===== config.mk =====
export PLATFORM = sky130hd
export DESIGN_NAME = anomaly_status_debounce_band_tracker_core
export DESIGN_NICKNAME = d
export VERILOG_FILES = /design/src/rtl/core/asdbt_pkg.sv /design/src/rtl/core/anomaly_status_debounce_band_tracker_core.sv
export SDC_FILE = /design/constraint.sdc
export NUM_CORES = 2
export LEC_CHECK = 0
export CAP_MARGIN = 20
export CORE_MARGIN = 2
export CORE_UTILIZATION = 40
export CTS_CLUSTER_DIAMETER = 120
export CTS_CLUSTER_SIZE = 20
export DETAILED_ROUTE_END_ITERATION = 6
export DONT_BUFFER_PORTS = 1
export GPL_TIMING_DRIVEN = 0
export PLACE_DENSITY = 0.57
export REMOVE_ABC_BUFFERS = 1
export SYNTH_ARGS = -nofsm -noshare
export SYNTH_HDL_FRONTEND = slang
export SYNTH_SLANG_ARGS = --single-unit

===== constraint.sdc =====
create_clock -name clk -period 25.2 [get_ports clk]
set_input_delay 5.04 -clock clk [delete_from_list [all_inputs] [get_ports clk]]
set_output_delay 5.04 -clock clk [all_outputs]
set_load 0.01 [all_outputs]

===== src/rtl/core/asdbt_pkg.sv =====
// constants and codes shared by the anomaly status debounce and band tracker
`default_nettype none
package asdbt_pkg;

	localparam int NUM_BANDS  = 4;
	localparam int BAND_W     = $clog2(NUM_BANDS);
	localparam int VAL_W      = 24;
	localparam int DIST_W     = 16;
	localparam int RATE_W     = 16;
	localparam int CONF_W     = 4;
	localparam int CMD_W      = 2;
	localparam int STATUS_W   = 2;
	localparam int CFG_IDX_W  = 2;
	localparam int CFG_DATA_W = 16;

	localparam logic [VAL_W-1:0] MAX24 = {VAL_W{1'b1}};

	localparam logic [DIST_W-1:0] WARN_RESET   = 16'd2001;
	localparam logic [DIST_W-1:0] DANGER_RESET = 16'd2904;
	localparam logic [CONF_W-1:0] CONFIRM_RESET = 4'd5;
	localparam logic [RATE_W-1:0] RATE_RESET   = 16'd655;
	localparam logic [VAL_W-1:0]  VAR_RESET    = 24'd4096;
	localparam logic [CONF_W-1:0] STREAK_MAX   = {CONF_W{1'b1}};

	localparam logic [CMD_W-1:0] CMD_OBSERVE = 2'd0;
	localparam logic [CMD_W-1:0] CMD_LOAD    = 2'd1;
	localparam logic [CMD_W-1:0] CMD_CLEAR   = 2'd2;

	localparam logic [STATUS_W-1:0] ST_NORMAL  = 2'd0;
	localparam logic [STATUS_W-1:0] ST_WARNING = 2'd1;
	localparam logic [STATUS_W-1:0] ST_DANGER  = 2'd2;
	localparam logic [STATUS_W-1:0] ST_IDLE    = 2'd3;

	localparam logic [CFG_IDX_W-1:0] REG_WARN    = 2'd0;
	localparam logic [CFG_IDX_W-1:0] REG_DANGER  = 2'd1;
	localparam logic [CFG_IDX_W-1:0] REG_CONFIRM = 2'd2;
	localparam logic [CFG_IDX_W-1:0] REG_RATE    = 2'd3;

	typedef logic [VAL_W-1:0] band_val_t;

endpackage
`default_nettype wire


===== src/rtl/core/anomaly_status_debounce_band_tracker_core.sv =====
// anomaly status debouncer with per-band exponentially weighted mean and variance tracker
//
// Each beat is classified (normal, warning, danger, idle) and debounced by a
// saturating streak counter; with a baseline loaded, the motor running and a
// normal stable status, the four band means and variances are updated through
// one shared 25x25 signed multiplier under a small sequencer, one band after
// another. Input is stalled while an item is in work, so a new beat is taken
// only after the last result has been loaded into the output register; a
// baseline load takes one multiplier pass and one write per band. A finished
// result sits in the output register while the next beat is taken. The
// configuration port is always ready.
`default_nettype none
module anomaly_status_debounce_band_tracker_core (
	input  logic                              clk,
	input  logic                              arst_n,
	input  logic                              cfg_valid,
	output logic                              cfg_ready,
	input  logic [asdbt_pkg::CFG_IDX_W-1:0]   cfg_index,
	input  logic [asdbt_pkg::CFG_DATA_W-1:0]  cfg_data,
	input  logic                              in_valid,
	output logic                              in_stall,
	input  logic [asdbt_pkg::CMD_W-1:0]       cmd,
	input  logic [asdbt_pkg::DIST_W-1:0]      distance_sq,
	input  logic                              motor_running,
	input  logic [asdbt_pkg::VAL_W-1:0]       band_value_0,
	input  logic [asdbt_pkg::VAL_W-1:0]       band_value_1,
	input  logic [asdbt_pkg::VAL_W-1:0]       band_value_2,
	input  logic [asdbt_pkg::VAL_W-1:0]       band_value_3,
	input  logic [asdbt_pkg::VAL_W-1:0]       band_std_0,
	input  logic [asdbt_pkg::VAL_W-1:0]       band_std_1,
	input  logic [asdbt_pkg::VAL_W-1:0]       band_std_2,
	input  logic [asdbt_pkg::VAL_W-1:0]       band_std_3,
	output logic                              out_valid,
	input  logic                              out_stall,
	output logic [asdbt_pkg::STATUS_W-1:0]    stable_status,
	output logic [asdbt_pkg::STATUS_W-1:0]    raw_status,
	output logic                              baseline_ready,
	output logic [asdbt_pkg::VAL_W-1:0]       mean_out_0,
	output logic [asdbt_pkg::VAL_W-1:0]       mean_out_1,
	output logic [asdbt_pkg::VAL_W-1:0]       mean_out_2,
	output logic [asdbt_pkg::VAL_W-1:0]       mean_out_3,
	output logic [asdbt_pkg::VAL_W-1:0]       var_out_0,
	output logic [asdbt_pkg::VAL_W-1:0]       var_out_1,
	output logic [asdbt_pkg::VAL_W-1:0]       var_out_2,
	output logic [asdbt_pkg::VAL_W-1:0]       var_out_3
);
	import asdbt_pkg::*;

	typedef enum logic [3:0] {
		S_IDLE,
		S_MUL_MEAN,
		S_MEAN,
		S_MUL_DEV,
		S_DEV,
		S_MUL_ELO,
		S_MUL_EHI,
		S_VAR,
		S_MUL_STD,
		S_LOAD,
		S_DONE
	} state_t;

	state_t state_q;

	logic [DIST_W-1:0]   warn_q;
	logic [DIST_W-1:0]   danger_q;
	logic [CONF_W-1:0]   confirm_q;
	logic [RATE_W-1:0]   rate_q;

	logic [STATUS_W-1:0] pending_q;
	logic [CONF_W-1:0]   streak_q;
	logic [STATUS_W-1:0] confirmed_q;
	logic [STATUS_W-1:0] raw_q;
	logic                ready_q;
	band_val_t           mean_q [NUM_BANDS];
	band_val_t           var_q  [NUM_BANDS];
	logic [BAND_W-1:0]   band_q;

	logic                out_valid_q;
	logic [STATUS_W-1:0] stable_o_q;
	logic [STATUS_W-1:0] raw_o_q;
	logic                ready_o_q;
	band_val_t           mean_o_q [NUM_BANDS];
	band_val_t           var_o_q  [NUM_BANDS];

	band_val_t           x_q   [NUM_BANDS];
	band_val_t           std_q [NUM_BANDS];
	logic signed [49:0]  p_q;
	logic signed [37:0]  e_q;
	logic [35:0]         acc_q;

	band_val_t           x_in   [NUM_BANDS];
	band_val_t           std_in [NUM_BANDS];

	logic                in_acc;
	logic                out_load;
	logic [STATUS_W-1:0] raw_c;
	logic [CONF_W-1:0]   streak_c;
	logic [STATUS_W-1:0] conf_c;
	logic                track_c;

	band_val_t           xv;
	band_val_t           mv;
	band_val_t           vv;
	logic signed [24:0]  diff;
	logic signed [24:0]  w_s;
	logic signed [24:0]  mul_a;
	logic signed [24:0]  mul_b;
	logic signed [49:0]  prod;
	logic signed [49:0]  p_rnd16;
	logic signed [49:0]  p_rnd12;
	logic signed [39:0]  mean_sum;
	logic signed [55:0]  var_t;
	logic signed [55:0]  var_rnd;
	logic signed [39:0]  var_sum;
	logic [37:0]         sq_full;
	band_val_t           mean_new;
	band_val_t           var_new;
	band_val_t           var_load;

	function automatic band_val_t clamp24(input logic signed [39:0] v);
		band_val_t r;
		if (v < 40'sd0) begin
			r = '0;
		end else if (v > $signed({16'b0, MAX24})) begin
			r = MAX24;
		end else begin
			r = v[VAL_W-1:0];
		end
		return r;
	endfunction

	assign x_in[0]   = band_value_0;
	assign x_in[1]   = band_value_1;
	assign x_in[2]   = band_value_2;
	assign x_in[3]   = band_value_3;
	assign std_in[0] = band_std_0;
	assign std_in[1] = band_std_1;
	assign std_in[2] = band_std_2;
	assign std_in[3] = band_std_3;

	assign cfg_ready = 1'b1;
	assign in_stall  = (state_q != S_IDLE);
	assign in_acc    = in_valid && !in_stall;
	assign out_load  = (state_q == S_DONE) && (!out_valid_q || !out_stall);

	// classification and debounce of the incoming beat
	always_comb begin
		if (!motor_running) begin
			raw_c = ST_IDLE;
		end else if (distance_sq <= warn_q) begin
			raw_c = ST_NORMAL;
		end else if (distance_sq <= danger_q) begin
			raw_c = ST_WARNING;
		end else begin
			raw_c = ST_DANGER;
		end
		if (raw_c == pending_q) begin
			streak_c = (streak_q == STREAK_MAX) ? streak_q : streak_q + 1'b1;
		end else begin
			streak_c = {{(CONF_W-1){1'b0}}, 1'b1};
		end
		conf_c  = (streak_c >= confirm_q) ? raw_c : confirmed_q;
		track_c = ready_q && motor_running && (conf_c == ST_NORMAL);
	end

	// shared multiplier and its pre/post arithmetic
	assign xv   = x_q[band_q];
	assign mv   = mean_q[band_q];
	assign vv   = var_q[band_q];
	assign diff = $signed({1'b0, xv}) - $signed({1'b0, mv});
	assign w_s  = $signed({9'b0, rate_q});

	always_comb begin
		case (state_q)
			S_MUL_MEAN: begin
				mul_a = diff;
				mul_b = w_s;
			end
			S_MUL_DEV: begin
				mul_a = diff;
				mul_b = diff;
			end
			S_MUL_ELO: begin
				mul_a = $signed({6'b0, e_q[18:0]});
				mul_b = w_s;
			end
			S_MUL_EHI: begin
				mul_a = $signed({{6{e_q[37]}}, e_q[37:19]});
				mul_b = w_s;
			end
			S_MUL_STD: begin
				mul_a = $signed({1'b0, std_q[band_q]});
				mul_b = $signed({1'b0, std_q[band_q]});
			end
			default: begin
				mul_a = '0;
				mul_b = '0;
			end
		endcase
	end

	assign prod     = mul_a * mul_b;
	assign p_rnd16  = (p_q + 50'sd32768) >>> 16;
	assign p_rnd12  = p_q + 50'sd2048;
	assign sq_full  = p_rnd12[49:12];
	assign mean_sum = $signed({16'b0, mv}) + $signed(p_rnd16[39:0]);
	assign mean_new = clamp24(mean_sum);
	assign var_t    = ($signed({{6{p_q[49]}}, p_q}) <<< 19) + $signed({20'b0, acc_q});
	assign var_rnd  = (var_t + 56'sd32768) >>> 16;
	assign var_sum  = $signed({16'b0, vv}) + $signed(var_rnd[39:0]);
	assign var_new  = clamp24(var_sum);
	assign var_load = (sq_full > {14'b0, MAX24}) ? MAX24 : sq_full[VAL_W-1:0];

	// datapath operand and product registers
	always_ff @(posedge clk) begin
		if (in_acc) begin
			x_q   <= x_in;
			std_q <= std_in;
		end
		p_q <= prod;
		if (state_q == S_DEV) begin
			e_q <= $signed(sq_full) - $signed({14'b0, vv});
		end
		if (state_q == S_MUL_EHI) begin
			acc_q <= p_q[35:0];
		end
	end

	// sequencer, tracker state, configuration and output register
	always_ff @(posedge clk or negedge arst_n) begin
		if (!arst_n) begin
			state_q     <= S_IDLE;
			warn_q      <= WARN_RESET;
			danger_q    <= DANGER_RESET;
			confirm_q   <= CONFIRM_RESET;
			rate_q      <= RATE_RESET;
			pending_q   <= ST_NORMAL;
			streak_q    <= '0;
			confirmed_q <= ST_NORMAL;
			raw_q       <= ST_NORMAL;
			ready_q     <= 1'b0;
			band_q      <= '0;
			out_valid_q <= 1'b0;
			stable_o_q  <= ST_NORMAL;
			raw_o_q     <= ST_NORMAL;
			ready_o_q   <= 1'b0;
			for (int i = 0; i < NUM_BANDS; i++) begin
				mean_q[i]   <= '0;
				var_q[i]    <= VAR_RESET;
				mean_o_q[i] <= '0;
				var_o_q[i]  <= VAR_RESET;
			end
		end else begin
			if (cfg_valid) begin
				case (cfg_index)
					REG_WARN:    warn_q    <= cfg_data;
					REG_DANGER:  danger_q  <= cfg_data;
					REG_CONFIRM: confirm_q <= cfg_data[CONF_W-1:0];
					REG_RATE:    rate_q    <= cfg_data;
					default:     ;
				endcase
			end
			if (out_load) begin
				out_valid_q <= 1'b1;
			end else if (!out_stall) begin
				out_valid_q <= 1'b0;
			end
			case (state_q)
				S_IDLE: begin
					if (in_valid) begin
						band_q <= '0;
						raw_q  <= (cmd == CMD_OBSERVE) ? raw_c : ST_NORMAL;
						case (cmd)
							CMD_OBSERVE: begin
								pending_q   <= raw_c;
								streak_q    <= streak_c;
								confirmed_q <= conf_c;
								state_q     <= track_c ? S_MUL_MEAN : S_DONE;
							end
							CMD_LOAD: begin
								ready_q <= 1'b1;
								state_q <= S_MUL_STD;
							end
							CMD_CLEAR: begin
								ready_q <= 1'b0;
								state_q <= S_DONE;
							end
							default: state_q <= S_DONE;
						endcase
					end
				end
				S_MUL_MEAN: state_q <= S_MEAN;
				S_MEAN: begin
					mean_q[band_q] <= mean_new;
					state_q        <= S_MUL_DEV;
				end
				S_MUL_DEV: state_q <= S_DEV;
				S_DEV:     state_q <= S_MUL_ELO;
				S_MUL_ELO: state_q <= S_MUL_EHI;
				S_MUL_EHI: state_q <= S_VAR;
				S_VAR: begin
					var_q[band_q] <= var_new;
					if (band_q == BAND_W'(NUM_BANDS - 1)) begin
						state_q <= S_DONE;
					end else begin
						band_q  <= band_q + 1'b1;
						state_q <= S_MUL_MEAN;
					end
				end
				S_MUL_STD: state_q <= S_LOAD;
				S_LOAD: begin
					mean_q[band_q] <= xv;
					var_q[band_q]  <= var_load;
					if (band_q == BAND_W'(NUM_BANDS - 1)) begin
						state_q <= S_DONE;
					end else begin
						band_q  <= band_q + 1'b1;
						state_q <= S_MUL_STD;
					end
				end
				S_DONE: begin
					if (out_load) begin
						stable_o_q  <= confirmed_q;
						raw_o_q     <= raw_q;
						ready_o_q   <= ready_q;
						mean_o_q    <= mean_q;
						var_o_q     <= var_q;
						state_q     <= S_IDLE;
					end
				end
				default: state_q <= S_IDLE;
			endcase
		end
	end

	assign out_valid      = out_valid_q;
	assign stable_status  = stable_o_q;
	assign raw_status     = raw_o_q;
	assign baseline_ready = ready_o_q;
	assign mean_out_0     = mean_o_q[0];
	assign mean_out_1     = mean_o_q[1];
	assign mean_out_2     = mean_o_q[2];
	assign mean_out_3     = mean_o_q[3];
	assign var_out_0      = var_o_q[0];
	assign var_out_1      = var_o_q[1];
	assign var_out_2      = var_o_q[2];
	assign var_out_3      = var_o_q[3];

	// band walk starts at band zero
	a_band_start: assert property (@(posedge clk) disable iff (!arst_n)
		in_acc |=> (band_q == '0))
		else $error("band counter not cleared at accept");

	// debounced status moves only on an accepted beat
	a_conf_hold: assert property (@(posedge clk) disable iff (!arst_n)
		!in_acc |=> $stable(confirmed_q))
		else $error("stable status changed without a beat");

	// baseline drops only on a clear command
	a_ready_fall: assert property (@(posedge clk) disable iff (!arst_n)
		$fell(ready_q) |-> $past(in_acc && (cmd == CMD_CLEAR)))
		else $error("baseline ready dropped without clear");

	// an observe always leaves a nonzero streak
	a_streak: assert property (@(posedge clk) disable iff (!arst_n)
		(in_acc && (cmd == CMD_OBSERVE)) |=> (streak_q != '0))
		else $error("streak counter zero after observe");

	// variance is only tracked against a loaded baseline
	a_var_ready: assert property (@(posedge clk) disable iff (!arst_n)
		(state_q == S_VAR) |-> ready_q)
		else $error("variance update without baseline");

endmodule
`default_nettype wire


; ---- Word level (Yosys, flattened, before mapping)
; Index checks and enable logic that the tools add are counted.
; W data, S select, Z words.
[classes]
n_reduce_logical = 31
muxes = 47
add_sub_neg = 10
order_cmp = 10
bitwise_logic = 1
n_eq_ne = 22
multipliers = 1
[op_table]
columns = op, count
row1 = $bwmux W96, 4
row2 = $pmux W96 S2, 2
row3 = $mux W24, 14
row4 = $bmux W24 S2, 4
row5 = $pmux W25 S4, 1
row6 = $pmux W25 S3, 1
row7 = $add A56 B17 Y56 const B, 1
row8 = $add A56 B37 Y56, 1
row9 = $add A50 B13 Y50 const B, 1
row10 = $add A50 B17 Y50 const B, 1
row11 = $mul A25 B25 Y50, 1
row12 = $demux W24 S2, 1
row13 = $pmux W4 S11, 1
row14 = $add A25 B40 Y40, 1
row15 = $gt A40 B25 Y1 const B, 1
row16 = $lt A40 B1 Y1 const B, 1
row17 = $gt A38 B24 Y1 const B, 1
row18 = $sub A38 B25 Y38, 1
row19 = $add A25 B34 Y35, 1
row20 = $gt A35 B25 Y1 const B, 1
row21 = $lt A35 B1 Y1 const B, 1
row22 = $le A16 B16 Y1, 2
row23 = $sub A24 B24 Y25, 1
row24 = $mux W4, 6
row25 = 31 further kinds, 72
[totals]
ff_bits = 775

; ---- Longest topological paths before layout
[depth]
word_depth = 14
ltp_mapped = 50
ltp_nobuf = 44

; ---- Worst setup path after synthesis
; No wires, ideal clock.
[synth_path]
path_kind = register to register
start = register band_q[0]
end = register p_q[48]
setup_ns = 0.124
slack_ns = 13.064
stages_incl_launch_ff = 41
synth_period_minus_slack_ns = 12.136
arrival_time_ns = 12.012
path_cell_list = dfrtp_1 buf_1 clkbuf_1 clkbuf_1 buf_1 mux4_2 inv_1 ha_1 nor2b_1 o21a_1 o21ai_0 nor4b_1 o211a_1 nor3_1 o2111ai_1 a31oi_1 o41ai_1 xor2_1 [... 5 more ...] inv_1 fa_1 fa_1 fa_1 fa_1 inv_1 fa_1 inv_1 ha_1 nand4_1 a2111oi_0 o2111ai_1 a31oi_1 a21oi_1 o21ai_0 a21o_1 a311oi_1 xnor2_1
[synth_via]
elab_chain_cells = 7
[synth_lines]
columns = element, line_no
row1 = "start, declared", anomaly_status_debounce_band_tracker_core.sv:77  ; logic [BAND_W-1:0] band_q;
row2 = "start signal, assigned", anomaly_status_debounce_band_tracker_core.sv:307  ; band_q <= band_q + 1'b1;
row3 = "start signal, assigned", anomaly_status_debounce_band_tracker_core.sv:318  ; band_q <= band_q + 1'b1;
row4 = $not A2 Y3 (not written as such) (*), n/a
row5 = $bmux W24 S2 (on tied branches), "anomaly_status_debounce_band_tracker_core.sv:168, anomaly_status_debounce_band_tracker_core.sv:169"
row6 = $mux W24 (on tied branches) (2 in series), "anomaly_status_debounce_band_tracker_core.sv:168, anomaly_status_debounce_band_tracker_core.sv:169"
row7 = $sub A24 B24 Y25, anomaly_status_debounce_band_tracker_core.sv:171  ; assign diff = $signed({1'b0, xv}) - $signed({1'b0, mv});
row8 = $pmux W25 S4 or $pmux W25 S3 (tied branches), anomaly_status_debounce_band_tracker_core.sv:175  ; case (state_q)
row9 = $mul A25 B25 Y50 (*), anomaly_status_debounce_band_tracker_core.sv:203  ; assign prod = mul_a * mul_b;
row10 = named net prod[48], anomaly_status_debounce_band_tracker_core.sv:109  ; logic signed [49:0] prod;
row11 = "end signal, assigned", anomaly_status_debounce_band_tracker_core.sv:221  ; p_q <= prod;
row12 = "end, declared", anomaly_status_debounce_band_tracker_core.sv:88  ; logic signed [49:0] p_q;
; The timed path passes the listed nets; every way through them passes the cells marked *. The select of a mux whose other input is x is not followed.
; A chain may end at the register's enable or synchronous reset.

; ---- Worst setup path in the final report
; Ends and elaborated chain as after synthesis.

==> results.json <==
{
  "synth-edff-count": 251,
  "grt_max_degree": 460,
  "ys_ff_latch": 760,
  "ys_seq_area_share_pct": 32.4,
  "multi_input_area_sq_mm": 0.0379,
  "hold_class": "flop to flop",
  "setup_tns_ps": 0,
  "grt_pass1_vias": 44900,
  "syn_to_final_growth_pct": 8.03,
  "grt_usage_pct": 24.1,
  "r2r_cells": 35,
  "min_period_ps": 13590,
  "cts_tree": "done",
  "firstDrtPassIters": 7,
  "critPathArrivalTime_ps": 14180,
  "start_util_pct": 40.2,
  "first_iter_violations": 3694,
  "critical-path-max-stage-delay_ps": 910,
  "synth_flop_cell": "dfrtp_1",
  "dieArea_sq_mm": 0.158,
  "ys_async_sr_fraction_pct": 60.4,
  "yosysMostFrequentCell": "inv_1",
  "max-cap-violations": 0,
  "path_common_cell": "fa_1",
  "cts_buffers": 49,
  "drt.antenna.violating_nets": 0,
  "cts_hold_buf": 0,
  "skew_ps": 37.7,
  "fp-row-count": 144,
  "port_buffers": 0,
  "synthTopCellsByCount": "inv_1, nand2_1, fa_1, dfrtp_1, nor2_1",
  "gp_congestion": 0.928,
  "numClockSinks": 760,
  "synth_area_leaders": "fa_1, dfrtp_1, edfxtp_1, ha_1, inv_1",
  "synth_top_area_share_pct": 21.5,
  "worstPathMaxFanout": 38,
  "timing.final.max_slew_violations": 0,
  "avgSynthCellArea_sq_um": 10.6,
  "path_clk_slew_ps": 90,
  "slew_headroom_pct": 22.8,
  "critPathKind": "flop to flop",
  "ctsLongestPathBuffers": 3,
  "hold_viol": 0,
  "grt_pass1_wl_um": 289000,
  "vias": 43900,
  "rsz0062_at_grt": "no",
  "regArea_sq_mm": 0.0201,
  "drcViolationCount": 0,
  "routed_wl_um": 189000,
  "fill_cells": 14500,
  "setup_viol": 0,
  "critPathCaptureType": "flop",
  "fin_crit_sh_pct": 53.9,
  "synth_top_cell_by_area": "fa_1",
  "pre_cts_ws_ps": 11700,
  "status": "completed",
  "critPathSlowestCell": "dfrtp_4",
  "fin_nets": 6934,
  "dp_hpwl_um": 150000,
  "dp.cells": 7723,
  "netlist_area_sq_mm": 0.0619,
  "layout-drive-gt1-share_pct": 10.4,
  "ctsRootBufferMaster": "clkbuf_16",
  "ctsResizeCount": 0,
  "antenna_found_initial": 7,
  "whs_path_depth": 2,
  "instances_no_fill": 7823,
  "netlist-cell-type-count": 98,
  "coreArea_sq_mm": 0.154,
  "worst_slack_ps": 11610,
  "dieHeight_um": 397,
  "crit_path_start_kind": "flop",
  "worstSkewPairLatency_ps": 710,
  "grt_overflow": 0,
  "pin_count": 434,
  "via_per_inst": 5.61,
  "synthCells": 5849,
  "cts_setup_buffers": 0,
  "cp.required_ps": 25790,
  "worst_slew_pin_slew_ps": 1150,
  "ys_warn_count": 0,
  "fmax_mhz": 73.6,
  "wl_per_cell_um": 24.2,
  "ctsHtreeMaxLevel": 2,
  "utilization_pct": 43.4,
  "die_w_um": 397
}
## placed cells by master, fill, tap and decap left out, types with 41 or more instances in the layout
cell / count
inv_1: 802
nand2_1: 677
fa_1: 663
dfrtp_1: 428
nor2_1: 417
ha_1: 300
edfxtp_1: 251
mux2_2: 237
a21oi_1: 165
xnor2_1: 165
o21ai_0: 116
a31oi_1: 105
o41ai_1: 104
xor2_1: 99
mux4_2: 93
mux2i_1: 87
a21o_1: 85
nand3_1: 82
clkbuf_16: 50
dfxtp_1: 50
nand2b_1: 48
and2_1: 44
nand4_1: 43
nor3_1: 41
## state kept, by name, summed over array words and instances, names as in the netlist, 24 cells and up
name        flops
var_out_3      24
mean_out_0     24
e_q            38
var_out_2      24
p_q            50
mean_out_3     24
x_q            96
mean_q         96
var_q          96
mean_out_1     24
var_out_1      24
std_q          96
var_out_0      24
mean_out_2     24
## per-stage QoR
stage,hold WS [ps],instance area [sq um]
4_1_cts,502,66700
3_5_place_dp,483,65100
5_1_grt,519,66800
3_3_place_gp,476,63300
2_1_floorplan,442,60800
6_report,492,66800
## layer usage
layer	global-route usage (%)	wire length (um)	vias up
met3	6.25	17100	265
met1	33.1	79700	22500
met4	6.03	5350	8
li1	-	-	19400
met5	0	55	-
met2	38.2	86700	1699
## final timing paths
kind | from | endpoint | slack (ps)
min in group asynchronous | arst_n | baseline_ready | 4050
worst min register to register | raw_q[1] | raw_q[1] | 490
worst max-delay path | band_q[0] | p_q[48] | 11610
worst min-delay path | raw_q[1] | raw_q[1] | 490
worst max register to register | band_q[0] | p_q[48] | 11610
max in group asynchronous | arst_n | mean_q[89] | 19080
## logic make-up (layout without fill, tap and decap cells)
logic type,Yosys count,after routing,synth area share [%]
buffers and inverters,1069,998,6.68
and+or+nand+nor,1511,1511,10.9
xor gates and xnor gates,267,267,3.80
AOI/OAI and AO/OA,860,860,9.59
other,2,3,0.0121
DFF,760,760,32.4
muxes,417,417,9.11
adders and majority gates,963,963,27.5
## area by class of cell
class | instances | area share (%)
multi-input combinational | 4020 | 56.7
clock buffer | 80 | 2.06
sequential | 760 | 30.0
tap | 2044 | 3.83
timing repair buffer | 102 | 2.50
inverter | 804 | 4.53
antenna | 1 | 0.00374
clock inverter | 12 | 0.311
## worst max-delay path, delay by kind of cell (launching register included)
family,cells,cell delay (ps)
adders and majority gates,9,4400
AOI/OAI and AO/OA,14,4230
buffers and inverters,4,1450
and+or+nand+nor,5,1420
DFF,1,910
muxes,1,630
xor gates and xnor gates,2,330
Power is not shown: default switching activity piles up to over one toggle a cycle in this logic, so the estimate is an artifact.
